===== src/hw/rtl/bpa_pkg.sv =====
`default_nettype none
package bpa_pkg;

  localparam int PH_W = 26;
  localparam logic [25:0] PH_ONE = 26'd16777216;
  localparam logic [25:0] PH_TWO = 26'd33554432;
  localparam int ANG_PI = 205887;

  localparam logic [2:0] REG_P0 = 3'd0;
  localparam logic [2:0] REG_P1 = 3'd1;
  localparam logic [2:0] REG_P2 = 3'd2;
  localparam logic [2:0] REG_P3 = 3'd3;
  localparam logic [2:0] REG_SPEED = 3'd4;
  localparam logic [2:0] REG_LOOP = 3'd5;
  localparam logic [2:0] REG_EASE = 3'd6;

  localparam logic [1:0] LOOP_WRAP = 2'd0;
  localparam logic [1:0] LOOP_PINGPONG = 2'd1;
  localparam logic [1:0] LOOP_ONCE_ZERO = 2'd2;
  localparam logic [1:0] LOOP_ONCE_HOLD = 2'd3;

  localparam logic [2:0] EASE_IN = 3'd1;
  localparam logic [2:0] EASE_OUT = 3'd2;
  localparam logic [2:0] EASE_INOUT = 3'd3;
  localparam logic [2:0] EASE_SMOOTH = 3'd4;

  // datapath commands
  typedef enum logic [3:0] {
    OP_NONE, OP_LOAD, OP_PHASE, OP_EASE1, OP_EASE2, OP_WEIGHT1, OP_WEIGHT2,
    OP_WEIGHT3, OP_POS, OP_DER, OP_CORDIC_INIT, OP_CORDIC_STEP, OP_FINISH
  } dp_op_t;

  typedef struct packed {
    dp_op_t op;
    logic [4:0] idx;
  } dp_cmd_t;

  function automatic logic signed [18:0] atan_q16(input logic [4:0] i);
    case (i)
      5'd0: atan_q16 = 19'sd51472;
      5'd1: atan_q16 = 19'sd30386;
      5'd2: atan_q16 = 19'sd16055;
      5'd3: atan_q16 = 19'sd8150;
      5'd4: atan_q16 = 19'sd4091;
      5'd5: atan_q16 = 19'sd2047;
      5'd6: atan_q16 = 19'sd1024;
      5'd7: atan_q16 = 19'sd512;
      5'd8: atan_q16 = 19'sd256;
      5'd9: atan_q16 = 19'sd128;
      5'd10: atan_q16 = 19'sd64;
      5'd11: atan_q16 = 19'sd32;
      5'd12: atan_q16 = 19'sd16;
      5'd13: atan_q16 = 19'sd8;
      5'd14: atan_q16 = 19'sd4;
      5'd15: atan_q16 = 19'sd2;
      5'd16: atan_q16 = 19'sd1;
      default: atan_q16 = 19'sd0;
    endcase
  endfunction

endpackage
`default_nettype wire


===== src/hw/rtl/bpa_ctrl.sv =====
`default_nettype none
module bpa_ctrl #(
  parameter int CORDIC_STEPS = 16
) (
  input  wire logic            clk,
  input  wire logic            rst_n,
  input  wire logic            in_tvalid,
  output logic                 in_tready,
  output logic                 out_tvalid,
  input  wire logic            out_tready,
  output bpa_pkg::dp_cmd_t     cmd
);
  import bpa_pkg::*;

  localparam int NSTEP = (CORDIC_STEPS > 24) ? 24 : CORDIC_STEPS;

  localparam logic [3:0] S_IDLE = 4'd0;
  localparam logic [3:0] S_PHASE = 4'd1;
  localparam logic [3:0] S_E1 = 4'd2;
  localparam logic [3:0] S_E2 = 4'd3;
  localparam logic [3:0] S_W1 = 4'd4;
  localparam logic [3:0] S_W2 = 4'd5;
  localparam logic [3:0] S_W3 = 4'd6;
  localparam logic [3:0] S_POS = 4'd7;
  localparam logic [3:0] S_DER = 4'd8;
  localparam logic [3:0] S_CI = 4'd9;
  localparam logic [3:0] S_CS = 4'd10;
  localparam logic [3:0] S_FIN = 4'd11;
  localparam logic [3:0] S_OUT = 4'd12;

  logic [3:0] state_r, state_nxt;
  logic [4:0] cnt_r, cnt_nxt;

  assign in_tready = (state_r == S_IDLE);
  assign out_tvalid = (state_r == S_OUT);

  always_comb begin
    state_nxt = state_r;
    cnt_nxt = cnt_r;
    cmd.op = OP_NONE;
    cmd.idx = cnt_r;
    case (state_r)
      S_IDLE: begin
        if (in_tvalid) begin
          cmd.op = OP_LOAD;
          state_nxt = S_PHASE;
        end
      end
      S_PHASE: begin cmd.op = OP_PHASE; state_nxt = S_E1; end
      S_E1: begin cmd.op = OP_EASE1; state_nxt = S_E2; end
      S_E2: begin cmd.op = OP_EASE2; state_nxt = S_W1; end
      S_W1: begin cmd.op = OP_WEIGHT1; state_nxt = S_W2; end
      S_W2: begin cmd.op = OP_WEIGHT2; state_nxt = S_W3; end
      S_W3: begin cmd.op = OP_WEIGHT3; cnt_nxt = '0; state_nxt = S_POS; end
      S_POS: begin
        cmd.op = OP_POS;
        cnt_nxt = cnt_r + 5'd1;
        if (cnt_r == 5'd3) begin
          cnt_nxt = '0;
          state_nxt = S_DER;
        end
      end
      S_DER: begin
        cmd.op = OP_DER;
        cnt_nxt = cnt_r + 5'd1;
        if (cnt_r == 5'd2) state_nxt = S_CI;
      end
      S_CI: begin cmd.op = OP_CORDIC_INIT; cnt_nxt = '0; state_nxt = S_CS; end
      S_CS: begin
        cmd.op = OP_CORDIC_STEP;
        cnt_nxt = cnt_r + 5'd1;
        if (cnt_r == 5'(NSTEP - 1)) state_nxt = S_FIN;
      end
      S_FIN: begin cmd.op = OP_FINISH; state_nxt = S_OUT; end
      S_OUT: begin
        if (out_tready) state_nxt = S_IDLE;
      end
      default: state_nxt = S_IDLE;
    endcase
  end

  always_ff @(posedge clk) begin
    if (!rst_n) begin
      state_r <= S_IDLE;
      cnt_r <= '0;
    end else begin
      state_r <= state_nxt;
      cnt_r <= cnt_nxt;
    end
  end
endmodule
`default_nettype wire


===== config.mk =====
export PLATFORM = sky130hd
export DESIGN_NAME = bpa_ctrl
export DESIGN_NICKNAME = d
export VERILOG_FILES = /design/src/hw/rtl/bpa_pkg.sv /design/src/hw/rtl/bpa_ctrl.sv
export SDC_FILE = /design/constraint.sdc
export NUM_CORES = 1
export LEC_CHECK = 0
export ABC_CLOCK_PERIOD_IN_PS = 2000
export BUFFER_PORTS_ARGS = -buffer_cell sky130_fd_sc_hd__buf_4
export CAP_MARGIN = 30
export CORE_MARGIN = 10
export CORE_UTILIZATION = 32
export CTS_CLUSTER_DIAMETER = 200
export DETAILED_ROUTE_END_ITERATION = 8
export PLACE_DENSITY = 0.61
export SYNTH_ARGS = -nofsm -noshare
export SYNTH_HDL_FRONTEND = slang
export SYNTH_SLANG_ARGS = --single-unit
export TNS_END_PERCENT = 50

===== constraint.sdc =====
create_clock -name clk -period 2 [get_ports clk]
set_clock_uncertainty 0.15 [all_clocks]
set_input_delay 0.2 -clock clk [delete_from_list [all_inputs] [get_ports clk]]
set_output_delay 0.2 -clock clk [all_outputs]
set_load 0.02 [all_outputs]

==> out/qor.log, run 1 <==
[run_status] outcome finished clean
[global_routing] global-route wire length before repair 2790 microns
[finish] most common cell after layout, fill and taps aside sky130_fd_sc_hd__buf_4
[timing] final hold violations 0
[global_routing] pin count of the biggest net entering global routing 11
[yosys] Unique masters post-synth 36
[yosys] Post-synth EDFFs 0
[drt] DR vias 599
[floorplan] Initial Utilization 33.4%
[floorplan] die width 65.3 microns
[pwr] PwrDens 550 mW/mm^2
[timing] crit path setup slack, layout 0.121 ns
[finish] antenna diode instance count 0
[place] Detailed Place HPWL 1210 microns
[yosys] total of flip-flops plus latches after synthesis 9
[finish] ratio of cells with drive above 1 in the final layout 30.8%
[critical_path] Critical-path top delay cell sky130_fd_sc_hd__or4_1
[critical_path] crit-path leading delay family simple AND/OR/NAND/NOR gates
[pwr] total power consumption of the routed design 0.439 mW
[global_routing] initial antenna violation count 0
[drt] number of iterations in the first detailed-routing pass 4
[yosys] Gate Count Post-Synth 77
[finish] top library cells by usage in the layout, fill and taps aside sky130_fd_sc_hd__buf_4, sky130_fd_sc_hd__dfxtp_1, sky130_fd_sc_hd__a21oi_1, sky130_fd_sc_hd__nor2_1
[yosys] share of the synthesized area in the top cell type 27.5%
[clocking] CTS hold repair buffers 0
[critical_path] classification of the worst setup path flip-flop to output pin
[timing] unrepaired setup endpoints after global routing no
[clocking] total number of clock tree sinks 9
[drt] aggregate routed wire length 1580 microns
[yosys] biggest area consumer among synthesized cells sky130_fd_sc_hd__dfxtp_1
[critical_path] critical path capture point type output pin
[place] number of input and output port buffers inserted 14
[critical_path] logic depth of the worst path, buffers included 3
[clocking] Clock H-tree levels 1
[clocking] CTS tree done
[timing] max_slew headroom 72.2%
[critical_path] reg-to-reg slack, setup 0.16 ns
[global_routing] global router's overall resource usage 8.04%
[drt] via density per instance 5.08
[critical_path] CP peak stage delay 0.49 ns
[critical_path] worst-path fanout max 9
[clocking] CTS Root Buffer Type sky130_fd_sc_hd__clkbuf_4
[critical_path] number of buffer and inverter stages on the critical path 1
[drt] number of DRC markers after the initial detailed-route iteration 12
[yosys] top cells by area in the synthesized netlist sky130_fd_sc_hd__dfxtp_1, sky130_fd_sc_hd__ha_1, sky130_fd_sc_hd__a21oi_1, sky130_fd_sc_hd__buf_4, sky130_fd_sc_hd__o311ai_4
[timing] share of the clock period used by the worst path 94.0%
[critical_path] signal arrival time at the worst endpoint 1.53 ns
[clocking] clock-pin slew reported for the worst setup and hold paths after clock tree synthesis 0.07 ns
[critical_path] kind of start point of the critical path flip-flop
[critical_path] critical path cell sequence or4_1 -> and3_1 -> buf_4
[yosys] Mapped Nets 84
[pwr] Leak 0.353 nW
[drt] routed wire length per instance 13.4 microns
[yosys] mean instance size in the synthesized netlist 8.51 sq um
[clocking] number of CTS-inserted buffers 3
[yosys] async set-reset flop share out of synthesis 0%
[floorplan] Die ar. 0.00426 sq mm
[finish] post-route insts no fill 118
[yosys] netlist area before placement 656 sq um
[floorplan] number of placement rows 16
[critical_path] number of cells on the worst reg-to-reg path 5
[floorplan] number of placed I/O pins 15
[pwr] VDD IR-drop max 0.000323 V
[floorplan] placeable core area 0.00196 sq mm
[yosys] register area share after synthesis 27.5%
[timing] Max Transition Viols Final 0
[finish] Register Area 180 sq um
[run] max-capacitance violation count 0
[min_path] Tightest Hold Check Type primary input to flip-flop
[critical_path] required time reported for the critical path endpoint 1.65 ns
[timing] fmax 532 MHz
[global_routing] vias in the first global route 618
[finish] area added between synthesis and finish 21.8%
[finish] area of combinational cells with multiple inputs 415 sq um
[place] Setup Slack @ Placement 0.171 ns
[yosys] count of warnings emitted by yosys 0
[yosys] top_reg_cell synth sky130_fd_sc_hd__dfxtp_1
[clocking] post-CTS sizing 0
[place] Inst Count DP 114
[timing] time the final worst path needs with I/O delays and setup 1.88 ns
[clocking] buffers inserted by post-CTS timing repair 0
[floorplan] DIE HEIGHT 65.3 microns
[clocking] number of buffers on the longest clock path 2
[clocking] clock network latency to the later pin of the worst-skew pair 0.27 ns
[timing] count of final setup violators 0
[finish] count of fill cells added during filler insertion 225
[finish] # nets final 99
[drt] # DRC 0
[min_path] Worst Hold Path Cells 2
[timing] Worst Tran Pin Value 0.413 ns
[timing] setup TNS 0 ns
[global_routing] Overflow after GRT 0
[place] Final Wtd Congestion 0.761
[drt] Antenna Nets Post-Route 0
## final cells by class
cell class,count,area share [%]
Inverter,4,1.88
Multi-Input combinational cell,57,52.0
Clock buffer,4,3.29
Timing Repair Buffer,17,16.0
Tap cell,27,4.23
Sequential cell,9,22.6
## registers in the layout, indices dropped and copies added (netlist names)
name and flops:
cnt_r 5, state_r 4
## where the power goes
part | internal (mW) | total [mW] | switching [mW]
Combinational | 0.0425 | 0.0913 | 0.0488
Sequential | 0.185 | 0.200 | 0.0146
Clock | 0.0772 | 0.148 | 0.0712
## final timing paths
kind,start,end
max,state_r[1],cmd[5]
min,rst_n,state_r[2]
max reg2reg,cnt_r[1],cnt_r[1]
min reg2reg,cnt_r[4],cnt_r[4]
## synthesized netlist by cell type, drive strengths merged (2+ instances only)
master and number:
nand3 3, nand2 2, ha 3, inv 4
nor4 2, nor3 3, dfxtp 9, nand2b 2
buf 7, a211oi 2, nor2 6, a21oi 6
and3 3, xnor2 2, nor2b 3, o21ai 4
## cells by family (layout without fill, tap and decap cells)
family | Yosys count | in the layout | synth area share [%]
fa+ha+maj | 3 | 3 | 5.73
mux | 1 | 1 | 1.53
xor+xnor | 2 | 2 | 2.67
simple gates | 29 | 29 | 28.6
buf+inv | 11 | 25 | 9.16
compound gates | 22 | 22 | 24.8
flops | 9 | 9 | 27.5
## stage by stage
stage          hold WS (ns)  cell area (sq um)  util (%)
6_report             0.0528                798      40.7
5_1_grt              0.0609                798      40.7
4_1_cts              0.0481                798      40.7
3_5_place_dp          0.336                772      39.3
3_3_place_gp          0.327                772      39.3
2_1_floorplan         0.168                656         -
## metal layers
metal | share of wire, % | global-route usage (%) | vias to the layer above
li1 | - | - | 308
met1 | 46 | 8.90 | 273
met2 | 45 | 12.4 | 16
met3 | 8.7 | 4.07 | 2
met4 | 0.76 | 4.01 | 0
met5 | 0 | 0 | -
Power figures use the tool's default switching activity.
==> run 2: changes to the inputs <==
--- a/config.mk
+++ b/config.mk
@@ -13,6 +13,7 @@
 export CTS_CLUSTER_DIAMETER = 200
 export DETAILED_ROUTE_END_ITERATION = 8
 export PLACE_DENSITY = 0.61
+export RECOVER_POWER = 50
 export SYNTH_ARGS = -nofsm -noshare
 export SYNTH_HDL_FRONTEND = slang
 export SYNTH_SLANG_ARGS = --single-unit
==> out/qor.log, run 2 (synthesized netlist as in run 1, its figures left out) <==
[clocking] post-CTS sizing 0 [unchanged]
[pwr] total power consumption of the routed design 0.431 mW [was 0.439 mW]
[clocking] Clock H-tree levels 1 [unchanged]
[floorplan] Die ar. 0.00426 sq mm [unchanged]
[critical_path] critical path cell sequence ha_1 -> or4b_1 -> a21o_1 -> o311ai_4 -> a211oi_1 [was or4_1 -> and3_1 -> buf_4]
[clocking] buffers inserted by post-CTS timing repair 0 [unchanged]
[critical_path] Critical-path top delay cell sky130_fd_sc_hd__or4b_1 [was sky130_fd_sc_hd__or4_1]
[pwr] Leak 0.321 nW [was 0.353 nW]
[critical_path] required time reported for the critical path endpoint 1.99 ns [was 1.65 ns]
[critical_path] Critical R2R Capture cnt_r[1] [unchanged]
[critical_path] signal arrival time at the worst endpoint 1.86 ns [was 1.53 ns]
[floorplan] number of placed I/O pins 15 [unchanged]
[finish] antenna diode instance count 0 [unchanged]
[floorplan] die width 65.3 microns [unchanged]
[pwr] clock network fraction of total power 34.4% [was 33.8%]
[finish] Largest regs cnt_r x5, state_r x4 [unchanged]
[finish] final core utilization 39.0% [was 40.7%]
[finish] number of flip-flops in the largest register 5 [unchanged]
[timing] count of final setup violators 0 [unchanged]
[timing] Max Transition Viols Final 0 [unchanged]
[drt] number of iterations in the first detailed-routing pass 4 [unchanged]
[timing] fmax 534 MHz [was 532 MHz]
[drt] # DRC 0 [unchanged]
[critical_path] reg-to-reg slack, setup 0.13 ns [was 0.16 ns]
[clocking] clock-pin slew reported for the worst setup and hold paths after clock tree synthesis 0.07 ns [about the same]
[critical_path] critical path capture point type flip-flop [was output pin]
[place] number of input and output port buffers inserted 14 [unchanged]
[finish] ratio of cells with drive above 1 in the final layout 20.9% [was 30.8%]
[critical_path] classification of the worst setup path flip-flop to flip-flop [was flip-flop to output pin]
[timing] time the final worst path needs with I/O delays and setup 1.87 ns [was 1.88 ns]
[place] Setup Slack @ Placement 0.171 ns [unchanged]
[timing] unrepaired setup endpoints after global routing no [unchanged]
[place] placed inst area 772 sq um [unchanged]
[finish] top library cells by usage in the layout, fill and taps aside sky130_fd_sc_hd__buf_4, sky130_fd_sc_hd__dfxtp_1, sky130_fd_sc_hd__clkbuf_1, sky130_fd_sc_hd__a21oi_1, sky130_fd_sc_hd__nor2_1 [was sky130_fd_sc_hd__buf_4, sky130_fd_sc_hd__dfxtp_1, sky130_fd_sc_hd__a21oi_1, sky130_fd_sc_hd__nor2_1]
[critical_path] launching point of the worst reg2reg path cnt_r[1] [unchanged]
[critical_path] launch point of the critical path cnt_r[1] [was state_r[1]]
[global_routing] pin count of the biggest net entering global routing 11 [unchanged]
[finish] area added between synthesis and finish 16.8% [was 21.8%]
[global_routing] initial antenna violation count 0 [unchanged]
[drt] Antenna Nets Post-Route 0 [unchanged]
[clocking] number of CTS-inserted buffers 3 [unchanged]
[min_path] Tightest Hold Check Type primary input to flip-flop [unchanged]
[run_status] outcome finished clean [unchanged]
[place] Detailed Place HPWL 1210 microns [unchanged]
[critical_path] number of cells on the worst reg-to-reg path 5 [unchanged]
[timing] Worst Tran Pin Value 0.412 ns [was 0.413 ns]
[timing] share of the clock period used by the worst path 93.6% [was 94.0%]
[global_routing] global-route wire length before repair 2790 microns [unchanged]
[clocking] clock network latency to the later pin of the worst-skew pair 0.27 ns [about the same]
[timing] crit path setup slack, layout 0.129 ns [was 0.121 ns]
[timing] max_slew headroom 72.3% [was 72.2%]
[drt] number of DRC markers after the initial detailed-route iteration 28 [was 12]
[critical_path] worst-path fanout max 5 [was 9]
[drt] routed wire length per instance 13.3 microns [was 13.4 microns]
[clocking] number of buffers on the longest clock path 2 [unchanged]
[drt] aggregate routed wire length 1570 microns [was 1580 microns]
[run] max-capacitance violation count 0 [unchanged]
[clocking] CTS Root Buffer Type sky130_fd_sc_hd__clkbuf_4 [unchanged]
[timing] final hold violations 0 [unchanged]
[timing] setup TNS 0 ns [unchanged]
[floorplan] Initial Utilization 33.4% [unchanged]
[clocking] CTS hold repair buffers 0 [unchanged]
[clocking] CTS tree done [unchanged]
[pwr] relative contribution of combinational cells to total power 19.6% [was 20.8%]
[pwr] reported net switching power 0.134 mW [was 0.135 mW]
[critical_path] Critical path destination cnt_r[1] [was cmd[5]]
[pwr] Seq pwr share 46.1% [was 45.4%]
[drt] via density per instance 5.08 [about the same]
[critical_path] kind of start point of the critical path flip-flop [unchanged]
[floorplan] DIE HEIGHT 65.3 microns [unchanged]
[floorplan] number of placement rows 16 [unchanged]
[global_routing] vias in the first global route 618 [unchanged]
[finish] post-route cell area 766 sq um [was 798 sq um]
[floorplan] placeable core area 0.00196 sq mm [unchanged]
[finish] register containing the most flip-flops in the final layout cnt_r [unchanged]
[critical_path] CP peak stage delay 0.52 ns [was 0.49 ns]
[global_routing] Overflow after GRT 0 [unchanged]
[finish] # nets final 99 [unchanged]
[pwr] cell-internal power 0.298 mW [was 0.305 mW]
[drt] DR vias 600 [was 599]
[pwr] PwrDens 563 mW/mm^2 [was 550 mW/mm^2]
[global_routing] global router's overall resource usage 8.04% [unchanged]
[place] Final Wtd Congestion 0.761 [unchanged]
[pwr] switching power share of the total 31.0% [was 30.6%]
[pwr] VDD IR-drop max 0.000318 V [was 0.000323 V]
[finish] most common cell after layout, fill and taps aside sky130_fd_sc_hd__buf_4 [unchanged]
[clocking] total number of clock tree sinks 9 [unchanged]
==> run 2: changes by cell type in the layout (fill, tap and decap cells not counted) <==
| cell | change |
|---|---|
| sky130_fd_sc_hd__buf_4 | -7 |
| sky130_fd_sc_hd__clkbuf_1 | +7 |
| sky130_fd_sc_hd__nand2_1 | +1 |
| sky130_fd_sc_hd__nand2_2 | -1 |
| sky130_fd_sc_hd__or4b_1 | +1 |
| sky130_fd_sc_hd__or4b_4 | -1 |
==> run 2: layer usage <==
metal / vias up / wire length, microns / GRT usage [%]
met5: - / 0 / 0
met4: 0 / 12 / 4.01
li1: 308 / - / -
met2: 16 / 697 / 12.4
met1: 274 / 725 / 8.90
met3: 2 / 137 / 4.07
==> run 2: cell type report <==
type	instances	area (sq um)
clock buffer	4	26.3
fill	236	1200
inverter	4	15.0
multi-input combinational	57	409
sequential	9	180
tap	27	33.8
timing repair buffer	17	101
==> run 2: metrics by stage <==
stage | std cells | hold slack (ns)
after floorplan | 77 | 0.168
after detailed placement | 114 | 0.336
after global placement | 114 | 0.327
after global routing | 118 | 0.0609
after CTS | 118 | 0.0481
final | 118 | 0.0540
==> run 2: critical path, delay by kind of cell (launching register included) <==
kind	cells	cell delay, ns
fa+ha+maj	1	0.23
simple gates	1	0.52
flops	1	0.41
compound gates	3	0.43
==> run 2: power by group through the flow <==
stage | Sequential (mW) | Combinational [mW] | Clock, mW
6_report | 0.199 | 0.0843 | 0.148
5_1_grt | 0.201 | 0.0926 | 0.167
4_1_cts | 0.200 | 0.0925 | 0.154
3_5_place_dp | 0.204 | 0.0922 | 0
3_3_place_gp | 0.204 | 0.0916 | 0
2_1_floorplan | 0.195 | 0.0721 | 0
==> run 2: worst min-delay path by stage <==
| stage | startpoint | endpoint | slack, ns | cells after the start |
|---|---|---|---|---|
| 6_report | rst_n | state_r[2] | 0.05 | 2 |
| 2_1_floorplan | rst_n | state_r[2] | 0.17 | 1 |
| 3_3_place_gp | rst_n | state_r[2] | 0.33 | 2 |
| 4_1_cts | rst_n | state_r[2] | 0.05 | 2 |
| 5_1_grt | rst_n | state_r[2] | 0.06 | 2 |
| 3_5_place_dp | rst_n | state_r[2] | 0.34 | 2 |
==> run 3: changes to the inputs <==
--- a/config.mk
+++ b/config.mk
@@ -5,6 +5,7 @@
 export SDC_FILE = /design/constraint.sdc
 export NUM_CORES = 1
 export LEC_CHECK = 0
+export ABC_AREA = 1
 export ABC_CLOCK_PERIOD_IN_PS = 2000
 export BUFFER_PORTS_ARGS = -buffer_cell sky130_fd_sc_hd__buf_4
 export CAP_MARGIN = 30
==> out/qor.log, run 3 <==
[yosys] top_reg_cell synth sky130_fd_sc_hd__dfxtp_1 [unchanged]
[yosys] fraction of synthesized area in multiplexers 0% [was 1.53%]
[yosys] compound-gate portion of the synthesized area 6.73% [was 24.8%]
[critical_path] classification of the worst setup path flip-flop to flip-flop [unchanged]
[critical_path] number of buffer and inverter stages on the critical path 1 [was 0]
[timing] setup TNS 0 ns [unchanged]
[critical_path] Critical R2R Capture state_r[0] [was cnt_r[1]]
[finish] ratio of cells with drive above 1 in the final layout 12.8% [was 20.9%]
[run_status] outcome finished clean [unchanged]
[floorplan] number of placement rows 16 [unchanged]
[clocking] CTS tree done [unchanged]
[finish] Largest regs cnt_r x5, state_r x4 [unchanged]
[yosys] count of warnings emitted by yosys 0 [unchanged]
[critical_path] number of cells on the worst reg-to-reg path 10 [was 5]
[clocking] buffers inserted by post-CTS timing repair 0 [unchanged]
[yosys] async set-reset flop share out of synthesis 0% [unchanged]
[drt] DR vias 631 [was 600]
[clocking] post-CTS sizing 0 [unchanged]
[critical_path] critical path capture point type flip-flop [unchanged]
[yosys] Gate Count Post-Synth 102 [was 77]
[finish] antenna diode instance count 0 [unchanged]
[yosys] register area share after synthesis 28.5% [was 27.5%]
[yosys] synthesized-area fraction occupied by adder cells 5.94% [was 5.73%]
[timing] time the final worst path needs with I/O delays and setup 1.74 ns [was 1.87 ns]
[yosys] most frequent cell after synthesis sky130_fd_sc_hd__nand2_1 [was sky130_fd_sc_hd__dfxtp_1]
[drt] # DRC 0 [unchanged]
[global_routing] global router's overall resource usage 7.71% [was 8.04%]
[critical_path] Critical path destination state_r[0] [was cnt_r[1]]
[critical_path] kind of start point of the critical path flip-flop [unchanged]
[clocking] CTS hold repair buffers 0 [unchanged]
[timing] share of the clock period used by the worst path 87.2% [was 93.6%]
[critical_path] launch point of the critical path cnt_r[1] [unchanged]
[finish] most common cell after layout, fill and taps aside sky130_fd_sc_hd__nand2_1 [was sky130_fd_sc_hd__buf_4]
[yosys] Post-synth EDFFs 0 [unchanged]
[critical_path] required time reported for the critical path endpoint 2.02 ns [was 1.99 ns]
[clocking] total number of clock tree sinks 9 [unchanged]
[global_routing] vias in the first global route 607 [was 618]
[critical_path] worst-path fanout max 5 [unchanged]
[timing] fmax 573 MHz [was 534 MHz]
[drt] number of iterations in the first detailed-routing pass 4 [unchanged]
[finish] top library cells by usage in the layout, fill and taps aside sky130_fd_sc_hd__nand2_1, sky130_fd_sc_hd__nor2_1, sky130_fd_sc_hd__inv_1, sky130_fd_sc_hd__clkbuf_1, sky130_fd_sc_hd__dfxtp_1 [was sky130_fd_sc_hd__buf_4, sky130_fd_sc_hd__dfxtp_1, sky130_fd_sc_hd__clkbuf_1, sky130_fd_sc_hd__a21oi_1, sky130_fd_sc_hd__nor2_1]
[place] Detailed Place HPWL 1230 microns [was 1210 microns]
[critical_path] CP peak stage delay 0.39 ns [was 0.52 ns]
[drt] aggregate routed wire length 1490 microns [was 1570 microns]
[floorplan] Die ar. 0.00415 sq mm [was 0.00426 sq mm]
[yosys] netlist area before placement 632 sq um [was 656 sq um]
[finish] # nets final 125 [was 99]
[min_path] Tightest Hold Check Type primary input to flip-flop [unchanged]
[floorplan] number of placed I/O pins 15 [unchanged]
[timing] Max Transition Viols Final 0 [unchanged]
[pwr] Leak 0.356 nW [was 0.321 nW]
[floorplan] DIE HEIGHT 64.4 microns [was 65.3 microns]
[yosys] combinational family with the most area after synthesis simple AND/OR/NAND/NOR gates [unchanged]
[yosys] biggest area consumer among synthesized cells sky130_fd_sc_hd__dfxtp_1 [unchanged]
[yosys] Mapped Nets 109 [was 84]
[yosys] Commonest cells post-synth sky130_fd_sc_hd__nand2_1, sky130_fd_sc_hd__nor2_1, sky130_fd_sc_hd__inv_1, sky130_fd_sc_hd__dfxtp_1, sky130_fd_sc_hd__nand3_1 [was sky130_fd_sc_hd__dfxtp_1, sky130_fd_sc_hd__a21oi_1, sky130_fd_sc_hd__nor2_1]
[timing] max_slew headroom 82.0% [was 72.3%]
[finish] register containing the most flip-flops in the final layout cnt_r [unchanged]
[global_routing] initial antenna violation count 0 [unchanged]
[clocking] Clock H-tree levels 1 [unchanged]
[clocking] number of CTS-inserted buffers 3 [unchanged]
[timing] final hold violations 0 [unchanged]
[yosys] total of flip-flops plus latches after synthesis 9 [unchanged]
[floorplan] Initial Utilization 32.9% [was 33.4%]
[pwr] total power consumption of the routed design 1.00 mW [was 0.431 mW]
[drt] number of DRC markers after the initial detailed-route iteration 20 [was 28]
[floorplan] die width 64.4 microns [was 65.3 microns]
[critical_path] logic depth of the worst path, buffers included 10 [was 5]
[finish] number of flip-flops in the largest register 5 [unchanged]
[yosys] Post-Synth Simple-Gate Area 44.0% [was 28.6%]
[yosys] mean instance size in the synthesized netlist 6.19 sq um [was 8.51 sq um]
[drt] Antenna Nets Post-Route 0 [unchanged]
[drt] routed wire length per instance 10.3 microns [was 13.3 microns]
[pwr] PwrDens 1340 mW/mm^2 [was 563 mW/mm^2]
[place] number of input and output port buffers inserted 14 [unchanged]
[critical_path] reg-to-reg slack, setup 0.26 ns [was 0.13 ns]
[yosys] share of the synthesized area in the top cell type 28.5% [was 27.5%]
[critical_path] critical path cell sequence ha_1 -> inv_1 -> nor2_1 -> ha_1 -> nand3b_1 -> nand2_1 -> nor2_1 -> nand2_1 -> nand2_1 -> nor2_1 [was ha_1 -> or4b_1 -> a21o_1 -> o311ai_4 -> a211oi_1]
[yosys] top cells by area in the synthesized netlist sky130_fd_sc_hd__dfxtp_1, sky130_fd_sc_hd__nand2_1, sky130_fd_sc_hd__nor2_1, sky130_fd_sc_hd__inv_1, sky130_fd_sc_hd__nand3_1 [was sky130_fd_sc_hd__dfxtp_1, sky130_fd_sc_hd__ha_1, sky130_fd_sc_hd__a21oi_1, sky130_fd_sc_hd__buf_4, sky130_fd_sc_hd__o311ai_4]
[clocking] clock-pin slew reported for the worst setup and hold paths after clock tree synthesis 0.07 ns [about the same]
[clocking] number of buffers on the longest clock path 2 [unchanged]
[timing] unrepaired setup endpoints after global routing no [unchanged]
[yosys] xor-xnor portion of the synthesized cell area 1.39% [was 2.67%]
[critical_path] crit-path leading delay family simple AND/OR/NAND/NOR gates [unchanged]
[critical_path] Critical-path top delay cell sky130_fd_sc_hd__dfxtp_1 [was sky130_fd_sc_hd__or4b_1]
[yosys] Unique masters post-synth 19 [was 36]
[run] max-capacitance violation count 0 [unchanged]
[floorplan] placeable core area 0.00192 sq mm [was 0.00196 sq mm]
[global_routing] Overflow after GRT 0 [unchanged]
[timing] Worst Tran Pin Value 0.268 ns [was 0.412 ns]
[timing] count of final setup violators 0 [unchanged]
[clocking] clock network latency to the later pin of the worst-skew pair 0.27 ns [about the same]
[place] Final Wtd Congestion 0.813 [was 0.761]
[clocking] CTS Root Buffer Type sky130_fd_sc_hd__clkbuf_4 [unchanged]
[critical_path] signal arrival time at the worst endpoint 1.77 ns [was 1.86 ns]
[global_routing] pin count of the biggest net entering global routing 7 [was 11]
[pwr] VDD IR-drop max 0.000550 V [was 0.000318 V]
[finish] area added between synthesis and finish 17.8% [was 16.8%]
[critical_path] launching point of the worst reg2reg path cnt_r[1] [unchanged]
[drt] via density per instance 4.38 [was 5.08]
[global_routing] global-route wire length before repair 2560 microns [was 2790 microns]
==> run 3: cell types whose count changed after synthesis, moves of 3 or more <==
| cell | delta |
|---|---|
| sky130_fd_sc_hd__nand3_1 | +5 |
| sky130_fd_sc_hd__buf_2 | -3 |
| sky130_fd_sc_hd__nor2_1 | +12 |
| sky130_fd_sc_hd__nand2_1 | +26 |
| sky130_fd_sc_hd__o21ai_0 | -4 |
| sky130_fd_sc_hd__inv_1 | +9 |
| sky130_fd_sc_hd__nor2b_1 | -3 |
==> run 3: cells by family (layout without fill, tap and decap cells) <==
group	Yosys count	count (layout)
xor+xnor	1	1
simple gates	62	62
buf+inv	19	34
fa+ha+maj	3	3
flops	9	9
compound gates	8	8
==> run 3: report_power, final <==
group	switching, mW	internal, mW	leakage [nW]
logic	0.380	0.193	0.268
clock network	0.0732	0.0773	0.0150
registers	0.0523	0.223	0.0735
==> run 3: layer usage <==
layer	vias up	part of all wire (%)	GRT usage, %
li1	347	-	-
met1	272	45	7.95
met2	7	49	12.7
met3	5	1.6	1.72
met4	0	4.2	7.22
met5	-	0	0
==> run 3: worst min path at each step <==
stage / start / end / slack (ns) / cells after the start
after CTS: rst_n / state_r[2] / 0.03 / 3
after detailed placement: rst_n / state_r[2] / 0.32 / 3
after global routing: rst_n / state_r[2] / 0.04 / 3
after floorplan: rst_n / state_r[2] / 0.16 / 2
final: rst_n / state_r[2] / 0.04 / 3
after global placement: rst_n / state_r[2] / 0.32 / 3
==> run 3: area by class of cell <==
cell class                      instances  area (sq um)
Fill cell                             235          1180
Inverter                               16          62.6
Sequential cell                         9           180
Timing Repair Buffer                   14          75.1
Clock buffer                            4          26.3
Multi-Input combinational cell         74           367
Tap cell                               27          33.8
==> run 3: worst register-to-register path: stages (launching register included) <==
cell	delay, ns
sky130_fd_sc_hd__dfxtp_1	0.39
sky130_fd_sc_hd__ha_1	0.20
sky130_fd_sc_hd__inv_1	0.06
sky130_fd_sc_hd__nor2_1	0.10
sky130_fd_sc_hd__ha_1	0.13
sky130_fd_sc_hd__nand3b_1	0.12
sky130_fd_sc_hd__nand2_1	0.06
sky130_fd_sc_hd__nor2_1	0.24
sky130_fd_sc_hd__nand2_1	0.09
sky130_fd_sc_hd__nand2_1	0.07
sky130_fd_sc_hd__nor2_1	0.04
==> run 3: through the flow <==
stage	std cells	setup slack (ns)	cell area, sq um	hold WS, ns	utilization [%]
finish	144	0.255	744	0.0356	38.7
global route	144	0.0130	744	0.0429	38.7
CTS	144	0.242	774	0.0339	40.3
detailed placement	140	0.262	748	0.324	38.9
global placement	140	0.315	748	0.317	38.9
floorplan	102	0.270	632	0.159	-
